File: src/rtl/rsie_ram.sv
// ----------------------------------------------------------------------------
// rsie_ram
// Generic single-write, single-read RAM with registered read data.
// ----------------------------------------------------------------------------
module rsie_ram #(
    parameter int WIDTH = 8,
    parameter int DEPTH = 32
) (
    input  logic                     i_clk,
    input  logic                     i_we,
    input  logic [$clog2(DEPTH)-1:0] i_waddr,
    input  logic [WIDTH-1:0]         i_wdata,
    input  logic [$clog2(DEPTH)-1:0] i_raddr,
    output logic [WIDTH-1:0]         o_rdata
);

    logic [WIDTH-1:0] mem [DEPTH];
    logic [WIDTH-1:0] r_rdata;

    always_ff @(posedge i_clk) begin
        if (i_we) begin
            mem[i_waddr] <= i_wdata;
        end
        r_rdata <= mem[i_raddr];
    end

    assign o_rdata = r_rdata;

endmodule

File: config.mk
export PLATFORM = sky130hd
export DESIGN_NAME = rsie_ram
export DESIGN_NICKNAME = d
export VERILOG_FILES = /design/src/rtl/rsie_ram.sv
export SDC_FILE = /design/constraint.sdc
export NUM_CORES = 1
export LEC_CHECK = 0
export BUFFER_PORTS_ARGS = -buffer_cell sky130_fd_sc_hd__buf_4
export CAP_MARGIN = 20
export CORE_MARGIN = 8
export CORE_UTILIZATION = 30
export DETAILED_ROUTE_END_ITERATION = 7
export SLEW_MARGIN = 15
export SYNTH_ARGS = -nofsm -noshare
export SYNTH_HDL_FRONTEND = slang
export SYNTH_SLANG_ARGS = --single-unit
File: constraint.sdc
create_clock -name i_clk -period 2.6 [get_ports i_clk]
set_input_delay 0.39 -clock i_clk [delete_from_list [all_inputs] [get_ports i_clk]]
set_output_delay 0.39 -clock i_clk [all_outputs]
set_load 0.05 [all_outputs]
Yosys cells after proc, flatten, opt, wreduce, memory -nomap -nowiden
Memory sizes are Yosys's and may differ from the RTL's. A register that Yosys moved wholly into a read port is not among the register bits.
Cells that the tools add are included.
{ "totals": {"regBits": 0, "mem_bits_rw": 256, "output_inout_bits": 8, "wordCells": 3, "n_memories": 1} }
{ "classes": {"mux": 2} }
{ "mem_list": {"columns": ["memory", "words", "width", "rd", "rd_ports_with_merged_regs", "write_ports", "line_no", "rtl"], "rows": [
  ["mem", 32, 8, 1, 1, 1, "17", "logic [WIDTH-1:0] mem [DEPTH];"]
]} }
{ "ops": {"columns": ["operator", "count"], "rows": [
  ["$mux W1", 2]
]} }

Longest topological paths before layout
{ "logic_depth": {"word_depth": 2, "mapped_depth": 5, "depth_no_buf": 3} }

Least setup slack after synthesis
No wires, ideal clock.
{ "synth_path": {"kind": "input-to-reg", "startpoint": "input port i_raddr[2]", "endpoint": "register r_rdata[0] (netlist: o_rdata[0]) (read register of mem)", "t_arrival_ns": 2.072, "slack_ns": 0.408, "path_stages": 5, "path_buffers": 2, "cell_sequence": "clkbuf_1 -> clkbuf_1 -> mux4_2 -> mux4_2 -> mux2_2"} }
{ "synth_lines": {"columns": ["element", "line_no", "rtl"], "rows": [
  ["start: declaration", "13", "input logic [$clog2(DEPTH)-1:0] i_raddr,"],
  ["end: declaration", "18", "logic [WIDTH-1:0] r_rdata;"]
]} }

==> metrics.md <==
| Metric | Value |
|---|---|
| P_int | `7.654 mW` |
| WS Path Type | `reg2reg` |
| Fin crit share | `70.11%` |
| Syn Std Cell Area | `10050 sq um` |
| Worst ir drop on vdd | `0.4331 mV` |
| Most common cell in the netlist | `edfxtp_1` |
| Worst setup EP type | `flop` |
| Start point of the worst hold path | `i_raddr[3]` |
| YS warnings | `0` |
| First-pass GRT wire length | `30750 um` |
| CTS tree | `yes` |
| CTS H-tree depth | `1` |
| Via count | `4550` |
| Clock power share | `44.4%` |
| Clock-pin transition on the worst setup and hold timing paths | `0.06 ns` |
| Sequential area share after synthesis | `78.06%` |
| Routing usage on met3 | `2.021%` |
| Max Slew Vio Count | `0` |
| Width of the die | `199.1 um` |
| Max frequency | `548.6 MHz` |
| Post-synth top cells | `edfxtp_1 (256), mux4_2 (80), nor2_1 (33), dfxtp_1 (8), mux2_2 (8)` |
| Syn_nets | `437` |
| Clk buf depth | `3` |
| Vias in the first global route | `4671` |
| Total grt overflow | `0` |
| CTS Hold Bufs | `0` |
| Hpwl dp | `13530 um` |
| Dpl cells | `910` |
| Worst-path maximum fanout | `1` |
| Detail Route Antenna Nets | `0` |
| P&R area growth vs syn | `19.78%` |
| Hold Crit Depth | `2` |
| Die Y-Extent | `199.1 um` |
| Most Crowded Layer GR | `met2` |
| Routed wire per std cell | `21.66 um` |
| Worst Path Arrival | `2.24 ns` |
| RSZ-0062 raised after global routing | `no` |
| Rows | `67` |
| Core area | `33280 sq um` |
| Number of flops mapped to enable cells by yosys | `256` |
| I/O pins | `28` |
| #FFs+latches synth | `264` |
| CP startpoint kind | `flop` |
| Initial core utilization | `30.21%` |
| Top FF cell, synth | `edfxtp_1` |
| PD cells | `790.2 nW/um^2` |
| Worst Tran Pin Value | `0.4906 ns` |
| Reg2reg setup slack | `0.78 ns` |
| Fin. Hold Viols | `0` |
| Buffer count from post-CTS setup fixing | `0` |
| PostCTS Resize Cnt | `0` |
| R2r worst-path depth | `3` |
| Sequential share of power | `50.0%` |
| Met2 usage | `15.97%` |
| Initial antenna violation count | `0` |
| Cells after synthesis | `417` |
| PortBufs | `27` |
| R2r startpoint | `mem[31][3]` |
| DR pass1 iterations | `5` |
| DRC viols | `0` |
| Pleak | `3.804 nW` |
| Fraction of layout cells with a size suffix above 1 | `38.48%` |
| Net count, final | `511` |
| Sw frac | `19.55%` |
| Root Buffer | `clkbuf_16` |
| Synth top area cells | `edfxtp_1 (76%), mux4_2 (18%), dfxtp_1 (1.6%), nor2_1 (1.2%), mux2_2 (0.90%)` |
| Final wirelength | `20800 um` |
| Switch Pwr | `1.860 mW` |
| DR vias/cell | `4.740` |
| Worst Path Required | `3.02 ns` |
| R2r endpoint | `o_rdata[3]` |
| Path type of the worst min-delay path | `in2reg` |
| Avg Cell Area, Syn | `24.11 sq um` |
| Final worst clock skew | `0.01293 ns` |
| GP Congestion | `0.7398` |
| Clock insertion delay at the later pin of the skew report | `0.53 ns` |
| Synth area leader | `edfxtp_1` |
| Pin count of the biggest net entering global routing | `33` |
| TritonCTS Buffers | `27` |
| Setup TNS | `0 ns` |
| Max cap viols | `0` |
| Non-Filler Instances | `960` |
| FFs w/ async S/R, synth | `0%` |
| Worst Hold End | `o_rdata[2]` |
| Sink Count | `264` |
| Initial DRC Count | `467` |
| Final setup fails | `0` |
| Comb pwr share | `5.6%` |
| N_diodes | `0` |
| GR Layer Usage met1 | `15.23%` |
| Yosys top cell area share | `76.47%` |
| Status | `completed` |
| Period minus WS final | `1.823 ns` |
| GRT Total Usage | `10.45%` |
| Fillers | `2989` |
| Max-Slew Margin vs Limit | `67.20%` |
| Yosys cell types | `15` |
| Die Area | `39620 sq um` |
sequential cells by signal (all words and copies together), names as in the netlist:
signal and count:
mem 256, o_rdata 8
final cells by class:
| class | instances | area (sq um) | share of cell area [%] |
|---|---|---|---|
| Clock buffer | 33 | 698.2 | 5.798 |
| Clock inverter | 17 | 285.3 | 2.369 |
| Multi-Input combinational cell | 133 | 2100 | 17.44 |
| Sequential cell | 264 | 7848 | 65.17 |
| Tap cell | 448 | 560.5 | 4.655 |
| Timing Repair Buffer | 65 | 550.5 | 4.572 |
logic make-up after synthesis:
family | after synthesis | synth area share, %
flip-flops | 264 | 78.06
AND/OR/NAND/NOR | 45 | 2.066
multiplexers | 88 | 18.82
buffers and inverters | 20 | 1.058
worst max path at each step:
stage	start	to	depth (start not counted)
2_1_floorplan	i_raddr[2]	o_rdata[0]	5
3_3_place_gp	i_raddr[0]	o_rdata[2]	5
3_5_place_dp	i_raddr[0]	o_rdata[4]	5
4_1_cts	mem[31][3]	o_rdata[3]	3
5_1_grt	mem[12][4]	o_rdata[4]	3
6_report	mem[31][3]	o_rdata[3]	3
worst max-delay path, cell delays in order, from the launching register on:
cell	delay, ns
edfxtp_1	0.38
mux4_2	0.51
mux4_2	0.54
mux2_2	0.29
power groups by stage:
stage	combinational, mW	sequential (mW)	clock [mW]
floorplan	0.252	4.90	0
global placement	0.533	4.84	0
detailed placement	0.542	4.85	0
CTS	0.544	4.76	4.29
global route	0.565	4.76	4.44
finish	0.533	4.76	4.22
stage by stage:
step	power [mW]	setup WS [ns]	instance area [sq um]	hold slack (ns)	util [%]
floorplan	5.149	0.4076	10050	0.4889	-
global placement	5.378	0.2930	11060	0.7574	33.23
detailed placement	5.390	0.2916	11060	0.7579	33.23
CTS	9.593	0.7702	12040	0.2084	36.18
global route	9.769	0.7573	12040	0.2135	36.18
finish	9.515	0.7772	12040	0.2173	36.18
routing by layer:
| metal | up-vias | wire length (um) |
|---|---|---|
| met2 | 138 | 9621 |
| met4 | 0 | 360 |
| met1 | 2459 | 9402 |
| li1 | 1929 | - |
| met3 | 24 | 1413 |
| met5 | - | 0 |
cell usage in the layout (no fill, tap or decap), types with 2 or more instances in the layout:
master,instances
buf_12,5
buf_4,60
bufinv_16,8
clkbuf_1,6
clkbuf_16,27
clkinv_1,3
clkinv_2,5
dfxtp_1,8
edfxtp_1,256
mux2_2,8
mux4_2,80
nand3_1,2
nand3b_1,5
nor2_1,33
or3b_2,3
Power figures use the tool's default switching activity.
