$ cat src/rtl/rsie_pkg.sv
// ----------------------------------------------------------------------------
// rsie_pkg
// Shared types and constants for the RV32 subset instruction executor.
// ----------------------------------------------------------------------------
package rsie_pkg;

    localparam int MEM_BYTES = 65536;
    localparam int MEM_AW    = $clog2(MEM_BYTES);

    localparam logic [6:0] OP_REG    = 7'h33;
    localparam logic [6:0] OP_LOAD   = 7'h03;
    localparam logic [6:0] OP_IMM    = 7'h13;
    localparam logic [6:0] OP_SYS    = 7'h73;
    localparam logic [6:0] OP_STORE  = 7'h23;
    localparam logic [6:0] OP_BRANCH = 7'h63;
    localparam logic [6:0] OP_AUIPC  = 7'h17;
    localparam logic [6:0] OP_JALR   = 7'h67;
    localparam logic [6:0] OP_LUI    = 7'h37;
    localparam logic [6:0] OP_JAL    = 7'h6f;

    localparam logic [6:0] F7_BASE   = 7'h00;
    localparam logic [6:0] F7_MULDIV = 7'h01;
    localparam logic [6:0] F7_ALT    = 7'h20;

    localparam logic [2:0] F3_ADD  = 3'd0;
    localparam logic [2:0] F3_SLL  = 3'd1;
    localparam logic [2:0] F3_SLT  = 3'd2;
    localparam logic [2:0] F3_XOR  = 3'd4;
    localparam logic [2:0] F3_SR   = 3'd5;
    localparam logic [2:0] F3_OR   = 3'd6;
    localparam logic [2:0] F3_AND  = 3'd7;
    localparam logic [2:0] F3_MUL  = 3'd0;
    localparam logic [2:0] F3_MULH = 3'd1;
    localparam logic [2:0] F3_DIV  = 3'd4;
    localparam logic [2:0] F3_REM  = 3'd6;
    localparam logic [2:0] F3_BEQ  = 3'd0;
    localparam logic [2:0] F3_BNE  = 3'd1;
    localparam logic [2:0] F3_BYTE = 3'd0;
    localparam logic [2:0] F3_HALF = 3'd1;
    localparam logic [2:0] F3_WORD = 3'd2;

    localparam logic [31:0] ECALL_PRINT = 32'd1;
    localparam logic [31:0] ECALL_EXIT  = 32'd10;
    localparam logic [4:0]  REG_A0      = 5'd10;
    localparam logic [4:0]  REG_A1      = 5'd11;

    typedef enum logic [2:0] {
        ERR_NONE  = 3'd0,
        ERR_INSTR = 3'd1,
        ERR_READ  = 3'd2,
        ERR_WRITE = 3'd3,
        ERR_ECALL = 3'd4
    } t_err;

    typedef enum logic [3:0] {
        ALU_ADD, ALU_SUB, ALU_SLL, ALU_SLT, ALU_XOR, ALU_SRL,
        ALU_SRA, ALU_OR, ALU_AND, ALU_MUL, ALU_MULH
    } t_alu_op;

    typedef struct packed {
        logic busy;
        logic done;
    } t_div_sts;

endpackage

$ cat src/rtl/rsie_div.sv
// ----------------------------------------------------------------------------
// rsie_div
// Signed restoring divider, one quotient bit per cycle, 32 steps.
// ----------------------------------------------------------------------------
module rsie_div
    import rsie_pkg::*;
(
    input  logic        i_clk,
    input  logic        i_rst_n,
    input  logic        i_start,
    input  logic [31:0] i_a,
    input  logic [31:0] i_b,
    output t_div_sts    o_sts,
    output logic [31:0] o_quot,
    output logic [31:0] o_rem
);

    logic        r_busy, n_busy;
    logic        r_done, n_done;
    logic [4:0]  r_cnt, n_cnt;
    logic [31:0] r_rem, n_rem;
    logic [31:0] r_quo, n_quo;
    logic [31:0] r_mb, n_mb;
    logic [31:0] r_a, n_a;
    logic        r_negq, n_negq;
    logic        r_negr, n_negr;
    logic        r_zero, n_zero;
    logic [32:0] rem_sh;
    logic [32:0] diff;

    assign rem_sh = {r_rem, r_quo[31]};
    assign diff   = rem_sh - {1'b0, r_mb};

    always_comb begin
        n_busy = r_busy;
        n_done = 1'b0;
        n_cnt  = r_cnt;
        n_rem  = r_rem;
        n_quo  = r_quo;
        n_mb   = r_mb;
        n_a    = r_a;
        n_negq = r_negq;
        n_negr = r_negr;
        n_zero = r_zero;
        if (i_start) begin
            n_busy = 1'b1;
            n_cnt  = '0;
            n_rem  = '0;
            n_quo  = i_a[31] ? (32'd0 - i_a) : i_a;
            n_mb   = i_b[31] ? (32'd0 - i_b) : i_b;
            n_a    = i_a;
            n_negq = i_a[31] ^ i_b[31];
            n_negr = i_a[31];
            n_zero = (i_b == 32'd0);
        end else if (r_busy) begin
            if (!diff[32]) begin
                n_rem = diff[31:0];
            end else begin
                n_rem = rem_sh[31:0];
            end
            n_quo = {r_quo[30:0], ~diff[32]};
            n_cnt = r_cnt + 5'd1;
            if (r_cnt == 5'd31) begin
                n_busy = 1'b0;
                n_done = 1'b1;
            end
        end
    end

    always_ff @(posedge i_clk) begin
        if (!i_rst_n) begin
            r_busy <= 1'b0;
            r_done <= 1'b0;
            r_cnt  <= '0;
        end else begin
            r_busy <= n_busy;
            r_done <= n_done;
            r_cnt  <= n_cnt;
        end
    end

    always_ff @(posedge i_clk) begin
        r_rem  <= n_rem;
        r_quo  <= n_quo;
        r_mb   <= n_mb;
        r_a    <= n_a;
        r_negq <= n_negq;
        r_negr <= n_negr;
        r_zero <= n_zero;
    end

    // divide by zero: quotient all ones, remainder is the dividend
    assign o_quot = r_zero ? '1  : (r_negq ? (32'd0 - r_quo) : r_quo);
    assign o_rem  = r_zero ? r_a : (r_negr ? (32'd0 - r_rem) : r_rem);

    assign o_sts.busy = r_busy;
    assign o_sts.done = r_done;

endmodule

$ cat config.mk
export PLATFORM = sky130hd
export DESIGN_NAME = rsie_div
export DESIGN_NICKNAME = d
export VERILOG_FILES = /design/src/rtl/rsie_pkg.sv /design/src/rtl/rsie_div.sv
export SDC_FILE = /design/constraint.sdc
export NUM_CORES = 1
export LEC_CHECK = 0
export ABC_AREA = 1
export BUFFER_PORTS_ARGS = -buffer_cell sky130_fd_sc_hd__buf_2
export CORE_MARGIN = 2
export CORE_UTILIZATION = 55
export DETAILED_ROUTE_END_ITERATION = 10
export PLACE_DENSITY = 0.76
export SLEW_MARGIN = 20
export SYNTH_ARGS = -nofsm -noshare
export SYNTH_HDL_FRONTEND = slang
export SYNTH_SLANG_ARGS = --single-unit
$ cat constraint.sdc
create_clock -name i_clk -period 3.2 [get_ports i_clk]
set_input_delay 0.32 -clock i_clk [delete_from_list [all_inputs] [get_ports i_clk]]
set_output_delay 0.32 -clock i_clk [all_outputs]
set_load 0.05 [all_outputs]
# Word-level counts from Yosys, hierarchy flattened
# Index checks and enable logic that the tools add are counted.
word_totals:
  ff_bits: 138
  input_bits: 67
  output_inout_bits: 66
  elab_cells: 39
op_classes:
  addsub: 6
  eq_ne: 1
  mux: 13
  bitwise: 4
  reduce_logical: 4
op_table:
  columns: ["op", "count"]
  rows:
  - ["$mux W32", 8]
  - ["$sub A1 B32 Y32 const A", 4]
  - ["$sub A33 B32 Y33", 1]
  - ["$logic_not A32 Y1", 1]
  - ["$mux W31", 1]
  - ["$add A5 B1 Y5 const B", 1]
  - ["$eq A5 B5 Y1 const B", 1]
  - ["$mux W1", 4]
  - ["$not A1 Y1", 3]
  - ["$reduce_or A3 Y1", 1]
  - ["$reduce_bool A2 Y1", 1]
  - ["$reduce_or A2 Y1", 1]
  - ["$xor A1 B1 Y1", 1]

# Logic depth before layout (Yosys ltp)
logic_depth:
  ltp_word: 4
  depth_mapped: 19
  mapped_depth_nobuf: 17

# Worst setup path after synthesis
# Ideal clock, no wire load.
synth_path:
  path_kind: "register -> output"
  startpoint: "reg r_quo[0]"
  endpoint: "out o_quot[26]"
  arrival_time_ns: 2.575
  t_required_ns: 2.880
  setup_slack_ns: 0.305
  stages_incl_launch_ff: 11
  cell_sequence: "edfxtp_1 inv_1 ha_1 nand3_1 nor2_1 nand2_1 nor2_1 inv_1 nor2_1 a31oi_1 o21ai_0"
synth_between:
  elab_chain_cells: 3
synth_rtl:
  columns: ["element", "line_no", "source"]
  rows:
  - ["from (decl)", "rsie_div.sv:22", "logic [31:0] r_quo, n_quo;"]
  - ["from (signal assigned)", "rsie_div.sv:84", "r_quo <= n_quo;"]
  - ["$sub A1 B32 Y32", "rsie_div.sv:93", "assign o_quot = r_zero ? '1 : (r_negq ? (32'd0 - r_quo) : r_quo);"]
  - ["$mux W32 (2 in a row)", "rsie_div.sv:93", null]
  - ["to (decl)", "rsie_div.sv:14", "output logic [31:0] o_quot,"]
# Every way passes these cells.

# Worst setup path after layout
layout_path:
  startpoint: "reg r_rem[0]"
  endpoint: "out o_rem[14]"
layout_between:
  elab_chain_cells: 3
layout_rtl:
  columns: ["element", "line_no", "source"]
  rows:
  - ["from (decl)", "rsie_div.sv:21", "logic [31:0] r_rem, n_rem;"]
  - ["from (signal assigned)", "rsie_div.sv:83", "r_rem <= n_rem;"]
  - ["$sub A1 B32 Y32", "rsie_div.sv:94", "assign o_rem = r_zero ? r_a : (r_negr ? (32'd0 - r_rem) : r_rem);"]
  - ["$mux W32 (2 in a row)", "rsie_div.sv:94", null]
  - ["to (decl)", "rsie_div.sv:15", "output logic [31:0] o_rem"]
# Every way passes these cells.

==> results.json <==
{
  "status": "complete, no violations",
  "die_area_sq_um": 22400,
  "grt_pass1_vias": 10800,
  "cp-start-kind": "flop",
  "drive_gt1_share_pct": 11.7,
  "end_kind": "output port",
  "arrival_ns": 2.75,
  "grt_util_all_layers_pct": 32.4,
  "crit_fanout": 4,
  "clock_sinks": 137,
  "ys.flop_type": "edfxtp_1",
  "async_flop_share_pct": 0,
  "fin_crit_sh_pct": 95.8,
  "r2r_start": "r_quo[31]$_DFFE_PP_",
  "fin_nets": 2058,
  "ys_types": 45,
  "dp_hpwl_um": 28600,
  "drv_cap": 0,
  "hold_buffers": 0,
  "diodes": 0,
  "io_pins": 133,
  "powerDensity_nw_per_um2": 409,
  "worst_ep_required_time_ns": 2.88,
  "worst_hold_slack_ns": 0.100,
  "clkTransAtPathRegs_ns": 0.06,
  "max_slew_margin_pct": 32.8,
  "start_util_pct": 55.9,
  "rsz0062_at_grt": "yes",
  "synthToLayoutAreaGrowth_pct": 13.1,
  "layout.cells.non_filler": 2240,
  "port_buffers": 132,
  "yosysWarnings": 0,
  "synth_cells": 1836,
  "syn_avg_cell_area_sq_um": 6.35,
  "post-route-util_pct": 63.2,
  "layout_commonest_cell": "nand2_1",
  "crit_start": "r_rem[0]$_SDFFE_PP0P_",
  "slowest_stage": "o31ai_1",
  "setup.worst_path.class": "reg -> out",
  "synth_fp_nets": 1942,
  "grt_pass1_wl_um": 56400,
  "worstHoldPathType": "in -> reg",
  "cts-root-buf": "clkbuf_16",
  "synth_area_sq_um": 11700,
  "period_minus_slack_ns": 3.07,
  "ff2ff_path_depth": 14,
  "via_count": 12300,
  "r2r_end": "r_quo[0]$_DFFE_PP_",
  "synth_seq_area_share_pct": 31.9,
  "hold_violations": 0,
  "p_leak_nw": 6.89,
  "slew_viol_final": 0,
  "r2r_setup_slack_ns": 0.29,
  "drc_errors": 0,
  "clk_path_buf_depth": 2,
  "coreArea_sq_um": 20900,
  "dp.cells": 2208,
  "grt_remaining_overflow": 0,
  "grt_antenna_before_repair": 0,
  "cp_cell_sequence": "inv_1 > ha_1 > inv_1 > nor3_4 > nand2_1 > inv_1 > nand2_1 > inv_1 > nand2_1 > nand2_1 > nor2_1 > o31ai_1 > buf_2",
  "avgRoutedWirePerCell_um": 16.2,
  "endpoint": "o_rem[14]",
  "max_slew.worst_pin.slew_ns": 1.01,
  "die_y_um": 150,
  "tritoncts": "yes",
  "cts.htree.levels": 4,
  "std_cell_rows": 53,
  "worstSkewPairLatency_ns": 0.43,
  "fp.dieW_um": 150,
  "synth_edf_count": 98,
  "first_iter_violations": 1077,
  "finalSetupViolCount": 0,
  "vdd.ir_drop.worst_mv": 0.281,
  "cts-buffers-inserted": 17,
  "skew_ns": 0.0114,
  "final_area_sq_um": 13200,
  "drt_wl_total_um": 36300,
  "vias_per_cell": 5.49,
  "fmax_mhz": 326,
  "place.gp.congestion": 0.971,
  "antenna_left": 0,
  "synth-seq-cells": 137,
  "dr.pass1.iters": 5,
  "final_cell_mix": "nand2_1, inv_1, nor2_1",
  "placed_cell_area_sq_um": 12600,
  "grt_max_degree": 51,
  "max_stage_delay_ns": 0.47,
  "fill_cells": 2025
}
-- metal layers --
layer / track usage, % / vias to the layer above / share of wire (%)
met4: 9.53 / 0 / 2.2
met1: 48.1 / 5613 / 46
li1: - / 6088 / -
met5: 0 / - / 0
met3: 5.64 / 55 / 8.7
met2: 48.1 / 537 / 43
-- how the worst min path moves through the flow --
| stage | start | endpoint | slack, ns | cells after the start |
|---|---|---|---|---|
| 2_1_floorplan | i_a[0] | r_a[0]$_DFFE_PP_ | 0.42 | 0 |
| 3_3_place_gp | r_cnt[4]$_SDFFE_PP0P_ | r_cnt[4]$_SDFFE_PP0P_ | 0.45 | 2 |
| 3_5_place_dp | r_cnt[4]$_SDFFE_PP0P_ | r_cnt[4]$_SDFFE_PP0P_ | 0.46 | 2 |
| 4_1_cts | i_b[0] | r_mb[0]$_DFFE_PP_ | 0.09 | 1 |
| 5_1_grt | i_b[0] | r_mb[0]$_DFFE_PP_ | 0.1 | 1 |
| 6_report | i_b[0] | r_mb[0]$_DFFE_PP_ | 0.1 | 1 |
-- what timing repair did --
item                                    in CTS  in global routing
setup buffers                                0                  0
endpoints found under the setup margin       0                 18
gates resized for setup                      0                 14
-- sequential cells by signal, indices dropped and copies added, names as in the netlist --
signal	cells
r_a	32
r_mb	32
r_quo	32
r_rem	32
r_cnt	5
r_busy	1
r_done	1
r_negq	1
r_zero	1
-- Yosys cell counts (4+ instances only) --
| master | n | area [sq um] |
|---|---|---|
| nor3_2 | 4 | 40.0 |
| nand2_1 | 590 | 2210 |
| nor4_1 | 8 | 50.1 |
| edfxtp_1 | 98 | 2940 |
| buf_4 | 5 | 37.5 |
| a31oi_1 | 9 | 56.3 |
| nand2_2 | 17 | 106 |
| or2_2 | 9 | 56.3 |
| a21oi_1 | 60 | 300 |
| and3_1 | 4 | 25.0 |
| o211ai_1 | 6 | 45.0 |
| nor2_1 | 171 | 642 |
| nand3_1 | 143 | 716 |
| inv_1 | 308 | 1160 |
| clkbuf_1 | 37 | 139 |
| o21ai_1 | 6 | 30.0 |
| o21ai_0 | 98 | 490 |
| nor2_2 | 6 | 37.5 |
| nand4_1 | 34 | 213 |
| nor3_1 | 36 | 180 |
| xnor2_1 | 19 | 166 |
| ha_1 | 38 | 475 |
| xor2_1 | 45 | 394 |
| o31ai_1 | 7 | 52.6 |
| dfxtp_1 | 39 | 781 |
| nand3b_1 | 8 | 60.1 |
-- area by class of cell --
class | count | area (sq um) | area share (%)
clock inverter | 14 | 139 | 1.05
tap | 275 | 344 | 2.61
multi-input combinational | 1340 | 6590 | 50.0
timing repair buffer | 145 | 798 | 6.05
sequential | 137 | 3720 | 28.2
clock buffer | 18 | 429 | 3.25
inverter | 311 | 1170 | 8.85
-- power by group --
group / internal, W / switching [W] / leakage (nW)
sequential: 0.00206 / 0.0000983 / 1.29
clock: 0.00109 / 0.000833 / 0.277
combinational: 0.000354 / 0.000966 / 5.33
total: 0.00350 / 0.00190 / 6.89
-- critical path, delay by kind of cell (launching register included) --
kind / cells / cell delay (ns)
buf+inv: 5 / 0.74
simple gates: 6 / 0.61
compound gates: 1 / 0.47
flops: 1 / 0.34
fa+ha+maj: 1 / 0.16
-- kinds of logic (layout without fill, tap and decap cells) --
group                    after synthesis  after routing  share of synthesized area [%]
AND/OR/NAND/NOR                     1040           1040                           38.0
buffers and inverters                359            488                           11.9
AO/OA/AOI/OAI                        197            197                           9.08
flip-flops                           137            137                           31.9
XOR/XNOR                              64             64                           4.80
adder cells (fa/ha/maj)               39             39                           4.25
-- stage by stage --
step | power [W] | setup WS (ns) | setup TNS, ns
6_report | 0.00540 | 0.133 | 0
2_1_floorplan | 0.00308 | 0.305 | 0
4_1_cts | 0.00539 | 0.0984 | 0
5_1_grt | 0.00562 | -0.0159 | -0.0159
3_3_place_gp | 0.00346 | 0.442 | 0
3_5_place_dp | 0.00348 | 0.409 | 0
No activity file was read; power rests on OpenSTA's default activity.
